## src/design/wps_ram.sv

```systemverilog
`timescale 1ns / 1ps
`default_nettype none

module wps_ram #(
    parameter int WIDTH = 56,
    parameter int DEPTH = 16,
    parameter int AW    = (DEPTH > 1) ? $clog2(DEPTH) : 1
) (
    input  wire logic             i_clk,
    input  wire logic             i_we,
    input  wire logic [AW-1:0]    i_waddr,
    input  wire logic [WIDTH-1:0] i_wdata,
    input  wire logic [AW-1:0]    i_raddr,
    output logic      [WIDTH-1:0] o_rdata
);

    logic [WIDTH-1:0] r_mem [DEPTH];

    always_ff @(posedge i_clk) begin
        if (i_we) begin
            r_mem[i_waddr] <= i_wdata;
        end
        o_rdata <= r_mem[i_raddr];
    end

endmodule

`default_nettype wire

```

## config.mk

```make
export PLATFORM = sky130hd
export DESIGN_NAME = wps_ram
export DESIGN_NICKNAME = d
export VERILOG_FILES = /design/src/design/wps_ram.sv
export SDC_FILE = /design/constraint.sdc
export NUM_CORES = 1
export LEC_CHECK = 0
export BUFFER_PORTS_ARGS = -buffer_cell sky130_fd_sc_hd__buf_2
export CAP_MARGIN = 40
export CORE_ASPECT_RATIO = 0.7
export CORE_MARGIN = 4
export CORE_UTILIZATION = 60
export DETAILED_ROUTE_END_ITERATION = 10
export PLACE_DENSITY = 0.78
export SYNTH_ARGS = -nofsm -noshare
export SYNTH_HDL_FRONTEND = slang
export SYNTH_SLANG_ARGS = --single-unit
```

## constraint.sdc

```tcl
create_clock -name i_clk -period 10.7 [get_ports i_clk]
set_input_delay 0.535 -clock i_clk [delete_from_list [all_inputs] [get_ports i_clk]]
set_output_delay 0.535 -clock i_clk [all_outputs]
set_load 0.05 [all_outputs]
```

==> summary.md <==
| Metric | Value |
|---|---|
| Run status | finished, final reports clean |
| Htree depth | 3 |
| Post-synthesis adder-cell area fraction | 0% |
| Vias in the first global route | 16,786 |
| Leak pwr | about 0.013 uW |
| Register area share after synthesis | a little over 80% |
| Final nets | about 1,700 |
| Netlist Area Pre-Place | 34,700 um2 |
| Part of the power in combinational logic | under 10% |
| Chip width | between 200 and 300 um |
| Final Setup Violations | 0 |
| Root Driver | clkbuf_16 |
| Ys flop type | edfxtp_1 |
| Post-CTS Setup Bufs | 0 |
| Io pins | between 100 and 150 |
| Core area | around 57,000 um2 |
| Clock sink total | 952 |
| Largest net degree at the start of global routing | about 120 |
| Die area | roughly 60,000 um2 |
| Hold Slack | around 280 ps |
| Clock transition at path regs | roughly 60 ps |
| Highest Clock Rate | between 300 and 400 MHz |
| Top post-synthesis cells by count | edfxtp_1 (896), mux4_2 (224), a22oi_1 (112) |
| Via count | roughly 16,000 |
| CP Max Fanout | around 120 |
| Initial core utilization | roughly 60% |
| Post-synthesis simple-gate area fraction | less than 1% |
| Total power | roughly 7600 uW |
| Asr flop ratio synth | 0% |
| Initial antenna violation count | 7 |
| CP endpoint kind | flip-flop |
| Worst slack, placed | 6750 ps |
| Detailed Route WL | roughly 75,000 um |
| Critical path type | primary input to flip-flop |
| Internal power | 6020 uW |
| Post-CTS Hold Buffers | 0 |
| First-pass GRT wire length | about 110,000 um |
| Maxcap violations | 0 |
| RSZ-0062 raised after global routing | no |
| Drt pass-1 iters | 7 |
| Compound-gate portion of the synthesized area | about 2.4% |
| GR Util All Layers | approximately 25% |
| Placer Congestion | 0.683 |
| Worst Clk Skew | 16.5 ps |
| Total grt overflow | 0 |
| Setup ws final | about 7500 ps |
| Post_cts resized | 0 |
| Post-DP HPWL | approximately 36,000 um |
| Tightest Pin Transition | 963 ps |
| Area delta synth->final | 13.8% |
| Layout cells sized above 1 | around a third |
| Largest family of logic cells by synthesized area | multiplexers |
| Worst skew pair latency | roughly 630 ps |
| Clock buffer depth | 3 |
| DRC Markers | 0 |
| Hold Path Class | primary input to flip-flop |
| Synth top area share | about 78% |
| Max VDD drop | about 0.15 mV |
| Mux contribution to synthesized area | about 15% |
| Sw Share | between 20% and 30% |
| Clock power share | 39.0% |
| Startpoint Class | primary input |
| Max-slew headroom | 35.8% |
| Xor/xnor cell area share of the yosys netlist | 0% |
| Mapped Avg Cell Area | 24.0 um2 |
| Cell area power density | 193 nW/um2 |
| CTS tree | yes |
| Worst Path Required | 11,210 ps |
| Sum of negative setup slack | 0 ps |
| Area contributors post-synth | edfxtp_1 (78%), mux4_2 (15%), dfxtp_1 (3.2%) |
| Max-slew violations | 0 |
| Port Buffers | between 100 and 150 |
| Antenna Nets Post-Route | 0 |
| Leading area contributor after synthesis | edfxtp_1 |
| Flops & latches, synth | 952 |
| Total net switching power | between 1500 and 2000 uW |
| Fin. Hold Viols | 0 |
| Fin crit share | between 20% and 30% |
| Post-synth EDFFs | about 900 |
| Post-synth net total | 1,511 |
| Via-per-instance ratio | approximately 6.6 |
| # rows | between 70 and 80 |
| Distinct cells, synth | 17 |
| Final min period | 3180 ps |
| YS warnings | 0 |
| DIE HEIGHT | 209 um |
| Routed wire length per instance | just over 30 um |
| Crit path DAT | 3690 ps |
| First DRT Iteration DRCs | roughly 1,800 |
| Num CTS Buffers | 82 |
| Cells after Synth | roughly 1,400 |
| Reg power frac | 55.1% |
| Most common cell in the synthesized netlist | edfxtp_1 |
final cells by class:
type	count	area, um2
repair buffers	168	1430
flip-flops and latches	952	28000
diodes	3	7.51
multi-input cells	419	6360
clock buffers	116	2350
fillers	3313	17500
clock inverters	37	349
well taps	750	938
metrics by stage:
step | area [um2] | instances | utilization (%)
after floorplan | 34700 | 1445 | -
after global placement | 36200 | 2267 | 63.4
after detailed placement | 36800 | 2289 | 64.5
after CTS | 39500 | 2442 | 69.2
after global routing | 39500 | 2443 | 69.2
final | 39500 | 2445 | 69.2
power groups by stage:
stage | clock [uW] | combinational [uW] | sequential, uW
after floorplan | 0 | 200 | 4360
after global placement | 0 | 420 | 4270
after detailed placement | 0 | 444 | 4280
after CTS | 3010 | 449 | 4200
after global routing | 3200 | 472 | 4200
final | 2970 | 444 | 4200
routing by layer:
metal | wire length [um] | up-vias | GRT usage, % | share of wire, %
met4 | 1660 | 8 | 6.05 | 2.2
met3 | 6050 | 134 | 4.49 | 8.1
li1 | - | 6548 | - | -
met2 | 39100 | 829 | 42.1 | 52
met1 | 28100 | 8577 | 34.5 | 38
met5 | 42 | - | 0 | 0.056
registers in the layout (all words and copies together) (netlist names):
register,flops
r_mem,896
o_rdata,56
cell families (layout without fill, tap and decap cells):
| family | Yosys count | after routing |
|---|---|---|
| AO/OA/AOI/OAI | 112 | 112 |
| flip-flops | 952 | 952 |
| multiplexers | 224 | 224 |
| AND/OR/NAND/NOR | 83 | 83 |
| buffers and inverters | 74 | 321 |
| other | 0 | 3 |
critical path: stages:
cell	delay (ps)
buf_8	510
buf_4	470
buf_16	290
buf_12	690
mux4_2	610
a22oi_1	250
nand2_1	100
cells in the final DEF (no fill, tap or decap), types with 7 or more instances in the layout:
cell type / instances
a22oi_1: 112
buf_16: 22
buf_2: 119
buf_4: 24
bufinv_16: 7
clkbuf_1: 23
clkbuf_16: 87
clkbuf_8: 7
clkinv_1: 12
clkinv_2: 17
dfxtp_1: 56
edfxtp_1: 896
mux4_2: 224
nand2_1: 57
nor2_4: 13
worst paths after layout:
path	startpoint	endpoint	slack (ps)	cells after the start
setup / recovery	i_raddr[0]	o_rdata[35]	7520	7
hold / removal	i_wdata[0]	r_mem[9][0]	280	1
setup reg to reg	r_mem[2][3]	o_rdata[3]	9270	3
hold reg to reg	r_mem[12][55]	o_rdata[55]	670	3
Note: power is estimated with default switching activity, not from simulation.
