`src/design/wps_pkg.sv`:
```
`timescale 1ns / 1ps
`default_nettype none

package wps_pkg;

    localparam int CW = 20;

    typedef logic signed [CW-1:0] t_coord;

    localparam logic REQ_WRITE = 1'b0;
    localparam logic REQ_PLACE = 1'b1;

    localparam logic CFG_SCREEN_W = 1'b0;
    localparam logic CFG_SCREEN_H = 1'b1;

    localparam logic [12:0] SCREEN_W_RESET = 13'd1920;
    localparam logic [12:0] SCREEN_H_RESET = 13'd1080;

    typedef struct packed {
        logic signed [14:0] x;
        logic signed [14:0] y;
        logic [12:0]        w;
        logic [12:0]        h;
    } t_rect;

    typedef struct packed {
        logic   start;
        t_coord x;
        t_coord y;
    } t_score_req;

    typedef struct packed {
        logic        done;
        logic [63:0] pen;
    } t_score_rsp;

endpackage

`default_nettype wire

```
`src/design/wps_score.sv`:
```
`timescale 1ns / 1ps
`default_nettype none

module wps_score
    import wps_pkg::*;
#(
    parameter int MAX_WINDOWS = 16,
    parameter int AW = (MAX_WINDOWS > 1) ? $clog2(MAX_WINDOWS) : 1
) (
    input  wire logic                   i_clk,
    input  wire logic                   i_rst_n,
    input  wire t_score_req             i_req,
    output t_score_rsp                  o_rsp,
    input  wire logic [12:0]            i_w,
    input  wire logic [12:0]            i_h,
    input  wire logic [11:0]            i_gx,
    input  wire logic [11:0]            i_gy,
    input  wire logic                   i_self_en,
    input  wire logic [3:0]             i_self,
    input  wire logic [MAX_WINDOWS-1:0] i_valid,
    output logic      [AW-1:0]          o_rd_addr,
    input  wire logic [$bits(t_rect)-1:0] i_rd_data
);

    localparam logic [1:0] SC_IDLE = 2'd0;
    localparam logic [1:0] SC_CEN1 = 2'd1;
    localparam logic [1:0] SC_CEN2 = 2'd2;
    localparam logic [1:0] SC_RUN  = 2'd3;

    logic [1:0]    r_state;
    logic [AW-1:0] r_idx;
    logic          r_issuing;
    t_coord        r_dx, r_dy;
    logic [39:0]   r_sqx, r_sqy;
    logic          r_t1, r_t2, r_t3, r_t4;
    logic          r_l1, r_l2, r_l3, r_l4;
    logic          r_v1;
    logic [12:0]   r_hov, r_vov;
    logic [25:0]   r_a;
    logic [51:0]   r_a2;
    logic [63:0]   r_acc;
    logic          r_done;

    logic   tok0, last0, self_hit;
    t_rect  rd;
    logic [12:0] hov, vov;

    function automatic logic [12:0] f_ovl(t_coord a, t_coord ae, t_coord b, t_coord be);
        t_coord lo;
        t_coord hi;
        lo = (a > b) ? a : b;
        hi = (ae < be) ? ae : be;
        return (hi > lo) ? 13'(hi - lo) : 13'd0;
    endfunction

    assign tok0      = (r_state == SC_RUN) && r_issuing;
    assign last0     = (r_idx == AW'(MAX_WINDOWS - 1));
    assign self_hit  = i_self_en && (9'(r_idx) == {5'b0, i_self});
    assign o_rd_addr = r_idx;
    assign rd        = t_rect'(i_rd_data);

    assign hov = f_ovl(i_req.x, i_req.x + t_coord'({7'b0, i_w}),
                       t_coord'(rd.x), t_coord'(rd.x) + t_coord'({7'b0, rd.w}));
    assign vov = f_ovl(i_req.y, i_req.y + t_coord'({7'b0, i_h}),
                       t_coord'(rd.y), t_coord'(rd.y) + t_coord'({7'b0, rd.h}));

    assign o_rsp.done = r_done;
    assign o_rsp.pen  = r_acc;

    always_ff @(posedge i_clk) begin
        if (!i_rst_n) begin
            r_state   <= SC_IDLE;
            r_issuing <= 1'b0;
            r_t1      <= 1'b0;
            r_t2      <= 1'b0;
            r_t3      <= 1'b0;
            r_t4      <= 1'b0;
            r_done    <= 1'b0;
            r_idx     <= '0;
        end else begin
            r_done <= 1'b0;
            r_t1   <= tok0;
            r_t2   <= r_t1;
            r_t3   <= r_t2;
            r_t4   <= r_t3;
            unique case (r_state)
                SC_IDLE: begin
                    if (i_req.start) begin
                        r_state <= SC_CEN1;
                    end
                end
                SC_CEN1: begin
                    r_state <= SC_CEN2;
                end
                SC_CEN2: begin
                    r_state   <= SC_RUN;
                    r_idx     <= '0;
                    r_issuing <= 1'b1;
                end
                SC_RUN: begin
                    if (r_issuing) begin
                        if (last0) begin
                            r_issuing <= 1'b0;
                        end else begin
                            r_idx <= r_idx + 1'b1;
                        end
                    end
                    if (r_t4 && r_l4) begin
                        r_done  <= 1'b1;
                        r_state <= SC_IDLE;
                    end
                end
                default: r_state <= SC_IDLE;
            endcase
        end
    end

    always_ff @(posedge i_clk) begin
        r_dx  <= t_coord'({8'b0, i_gx}) - (i_req.x + t_coord'({8'b0, i_w[12:1]}));
        r_dy  <= t_coord'({8'b0, i_gy}) - (i_req.y + t_coord'({8'b0, i_h[12:1]}));
        r_sqx <= 40'(r_dx * r_dx);
        r_sqy <= 40'(r_dy * r_dy);
        r_l1  <= last0;
        r_l2  <= r_l1;
        r_l3  <= r_l2;
        r_l4  <= r_l3;
        r_v1  <= i_valid[r_idx] && !self_hit;
        r_hov <= r_v1 ? hov : 13'd0;
        r_vov <= r_v1 ? vov : 13'd0;
        r_a   <= {13'b0, r_hov} * {13'b0, r_vov};
        r_a2  <= {26'b0, r_a} * {26'b0, r_a};
        if (r_state == SC_CEN2) begin
            r_acc <= 64'(r_sqx) + 64'(r_sqy);
        end else if (r_state == SC_RUN && r_t4) begin
            r_acc <= r_acc + 64'(r_a2);
        end
    end

endmodule

`default_nettype wire

```
`config.mk`:
```
export PLATFORM = sky130hd
export DESIGN_NAME = wps_score
export DESIGN_NICKNAME = d
export VERILOG_FILES = /design/src/design/wps_pkg.sv /design/src/design/wps_score.sv
export SDC_FILE = /design/constraint.sdc
export NUM_CORES = 2
export LEC_CHECK = 0
export ABC_CLOCK_PERIOD_IN_PS = 8170
export BUFFER_PORTS_ARGS = -buffer_cell sky130_fd_sc_hd__buf_2
export CAP_MARGIN = 20
export CORE_ASPECT_RATIO = 0.6
export CORE_MARGIN = 5
export CORE_UTILIZATION = 50
export DETAILED_ROUTE_END_ITERATION = 8
export PLACE_DENSITY_LB_ADDON = 0.3
export SLEW_MARGIN = 40
export SYNTH_ARGS = -nofsm -noshare
export SYNTH_HDL_FRONTEND = slang
export SYNTH_SLANG_ARGS = --single-unit
```
`constraint.sdc`:
```
create_clock -name i_clk -period 8.17 [get_ports i_clk]
set_input_delay 1.634 -clock i_clk [delete_from_list [all_inputs] [get_ports i_clk]]
set_output_delay 1.634 -clock i_clk [all_outputs]
set_load 0.01 [all_outputs]
```
==> run_results.csv <==
group,metric,value,unit
route,drt-total-wl,196800,µm
floorplan,rows,108,
placement,dp.cells,9972,
setup_path,worst_r2r_path_depth,23,
global_route,grt_antenna_before_repair,13,
timing,skew,40.86,ps
global_route,grt-ovfl-total,0,
timing,grt_setup_unrepaired,"false",
clock_network,clock-sinks,302,
setup_path,path_depth,23,
clock_network,clk_pin_slew,80,ps
timing,fmax,128.2,MHz
timing,setup_viol,0,
global_route,track_usage,0.2627,
setup_path,worst_ep_required_time,8690,ps
logic_synthesis,async_flop_share,0,
finish,drive_gt1_frac,0.06900,
logic_synthesis,ys_types,101,
logic_synthesis,synthFlopType,"dfxtp_1",
finish,fin_nets,10490,
route,vias,52890,
floorplan,die_y,305.0,µm
placement,place.gp.congestion,0.9985,
worst_hold_path,hold_class,"flip-flop to flip-flop",
finish,post_layout_nonfiller_instances,10050,
timing,maxSlewViolCount,0,
logic_synthesis,synth.net_count,10270,
placement,port_buffers,238,
status,status,"finished, final reports clean",
setup_path,cpMostUsedCell,"fa_1",
clock_network,cts-root-buf,"clkbuf_16",
global_route,grt_max_degree,73,
finish,stdcell_area,0.07786,mm²
finish,area_growth,7.377,%
logic_synthesis,synth.ff_latch_count,302,
setup_path,end_kind,"flip-flop",
timing,slew_headroom,0.3678,
setup_path,startpoint_type,"flip-flop",
setup_path,crit_family,"adder cells",
timing,finalHoldViolCount,0,
placement,placed_area,0.07647,mm²
route,postRouteAntennaNets,0,
floorplan,die-area,0.1530,mm²
logic_synthesis,yosysSeqAreaShare,0.09221,
placement,dp_hpwl,172300,µm
clock_network,cts_tree,"yes",
setup_path,cp.buffers_inverters,3,
clock_network,post_cts_buffers,0,
setup_path,cp_max_fo,15,
setup_path,crit_slowest_cell,"dfxtp_1",
timing,worst_pin_slew,947.0,ps
floorplan,die_width,501.6,µm
logic_synthesis,avgSynthCellArea,9.212,µm²
clock_network,numCtsBuffers,38,
job,drv_cap,0,
logic_synthesis,ys_warn_count,0,
floorplan,initial_core_util,0.5024,
global_route,grt_pass1_vias,56790,
logic_synthesis,syn_area,0.07251,mm²
timing,min_period,7798,ps
finish,fill_cells,13080,
logic_synthesis,synth_edf_count,64,
timing,finalCritPeriodShare,0.9545,
floorplan,design.core.area,0.1443,mm²
floorplan,io-pin-count,239,
route,vias_per_cell,5.264,
worst_hold_path,hold_depth,0,
setup_path,max_stage_delay,910,ps
route,drc,0,
setup_path,worstPathCellList,"nand2_1, fa_1, inv_1, fa_1, fa_1, fa_1, fa_1, fa_1, inv_1, fa_1, inv_1, ha_1, nand3_1, nor3_1, nand2b_1, o21ai_1, nor2_2, a31oi_1, a21oi_2, o21ai_2, or3_1, a311oi_2, xnor2_1",
clock_network,htreeDepth,2,
logic_synthesis,syn_inst,7871,
clock_network,clk_path_buf_depth,3,
setup_path,cp.arrival,8320,ps
route,wl_per_cell,19.59,µm
setup_path,critPathKind,"flip-flop to flip-flop",
route,drt_iter0_markers,3688,
clock_network,clk_latency,620,ps
route,firstDrtPassIters,5,
clock_network,ctsHoldBuffers,0,
global_route,grt_pass1_wl,315500,µm
-- metal layers --
layer | up-vias | share of wire | GRT usage
met1 | 26220 | 0.47 | 0.3887
li1 | 24520 | - | -
met5 | - | 0.00060 | 0.004069
met4 | 8 | 0.018 | 0.04385
met2 | 1941 | 0.39 | 0.3627
met3 | 205 | 0.13 | 0.1095
-- final timing paths --
path,from,endpoint,slack (ps)
min reg2reg,r_l1,r_l2,330
min,r_l1,r_l2,330
max reg2reg,r_a[4],r_a2[51],370
max,r_a[4],r_a2[51],370
-- worst reg2reg max path, delay by kind of cell (launching register included) --
family / cells / cell delay (ps)
xor+xnor: 1 / 170
compound gates: 5 / 890
flops: 1 / 910
fa+ha+maj: 8 / 4050
simple gates: 6 / 1490
buf+inv: 3 / 160
-- cell families after synthesis --
| kind of cell | count (synthesis) | share of synthesized area |
|---|---|---|
| buffers and inverters | 2194 | 0.1140 |
| multiplexers | 80 | 0.01220 |
| AND/OR/NAND/NOR | 1727 | 0.1142 |
| XOR/XNOR | 381 | 0.04602 |
| AO/OA/AOI/OAI | 957 | 0.08749 |
| flip-flops | 302 | 0.09221 |
| adder cells (fa/ha/maj) | 2230 | 0.5339 |
-- synthesized netlist by cell type (7+ instances only) --
cell	number	area share
o31ai_1	20	0.0021
mux2_2	15	0.0023
mux2i_1	58	0.0080
o211a_1	9	0.0012
nor3_1	52	0.0036
o211ai_1	12	0.0012
buf_1	11	0.00057
a31oi_1	24	0.0021
nand3_1	60	0.0041
nand2b_1	54	0.0047
o21bai_1	38	0.0039
nor2b_1	65	0.0056
or2_2	10	0.00086
a211oi_1	25	0.0026
nand4_1	51	0.0044
fa_1	1440	0.40
and2_1	385	0.033
a21oi_1	304	0.021
nor2_1	313	0.016
o21ai_0	149	0.010
a21oi_2	7	0.00085
dfxtp_1	238	0.066
xnor2_1	243	0.029
ha_1	790	0.14
nand2_1	662	0.034
a311oi_1	8	0.00097
o21ai_1	17	0.0012
edfxtp_1	64	0.027
o21a_1	44	0.0046
a21o_1	187	0.019
inv_1	1979	0.10
or3_1	21	0.0018
a21boi_0	11	0.0011
clkbuf_1	194	0.010
xor2_1	138	0.017
and3_1	25	0.0022
-- sequential cells by signal, summed over array words and instances (netlist names), 13 cells and up --
register / count
r_acc: 64
r_hov: 13
r_dy: 20
r_a2: 51
r_sqy: 39
r_dx: 20
r_sqx: 39
r_vov: 13
r_a: 26
-- stage by stage --
stage	hold WS, ps	setup slack [ps]	setup TNS [ps]	util
floorplan	309.6	294.5	0	-
global placement	319.7	69.46	0	0.5298
detailed placement	314.3	-107.7	-981.5	0.5299
CTS	333.1	256.0	0	0.5389
global route	337.3	4.572	0	0.5395
finish	325.2	371.6	0	0.5395
-- placed cells by master, fill, tap and decap left out, types with 10 or more instances in the layout --
cell          n
a21boi_0     10
a21o_1      187
nor2b_1      65
o21ai_0     146
a211oi_1     25
o21ai_1      18
mux2_2       15
ha_1        789
edfxtp_1     64
and3_1       25
or2_2        10
a31oi_1      22
fa_1       1439
mux2i_1      58
buf_4       151
nor3_1       52
xnor2_1     242
buf_2       238
nand4_1      51
o211ai_1     12
xor2_1      138
a21oi_1     300
or3_1        21
dfxtp_2      12
dfxtp_1     226
and2_1      385
nand2b_1     54
o21a_1       44
a21oi_2      11
inv_1      1976
nor2_1      312
o31ai_1      20
o21bai_1     38
nand2_1     661
clkbuf_16    39
nand3_1      60
-- cell type report --
| type | instances | area [µm²] | share of cell area |
|---|---|---|---|
| diodes | 7 | 17.52 | 0.0002250 |
| inverters | 1981 | 7436 | 0.09551 |
| clock inverters | 21 | 251.5 | 0.003230 |
| repair buffers | 389 | 2325 | 0.02986 |
| multi-input cells | 5375 | 57670 | 0.7407 |
| clock buffers | 48 | 1050 | 0.01348 |
| flip-flops and latches | 302 | 6701 | 0.08607 |
| well taps | 1925 | 2409 | 0.03094 |
-- repair_timing --
item                                   CTS  global route
resized for setup                        0            17
endpoints found under the hold margin    0             0
setup endpoints to repair                0            29
Power is not shown: default switching activity piles up to over one toggle a cycle in this logic, so the estimate is an artifact.
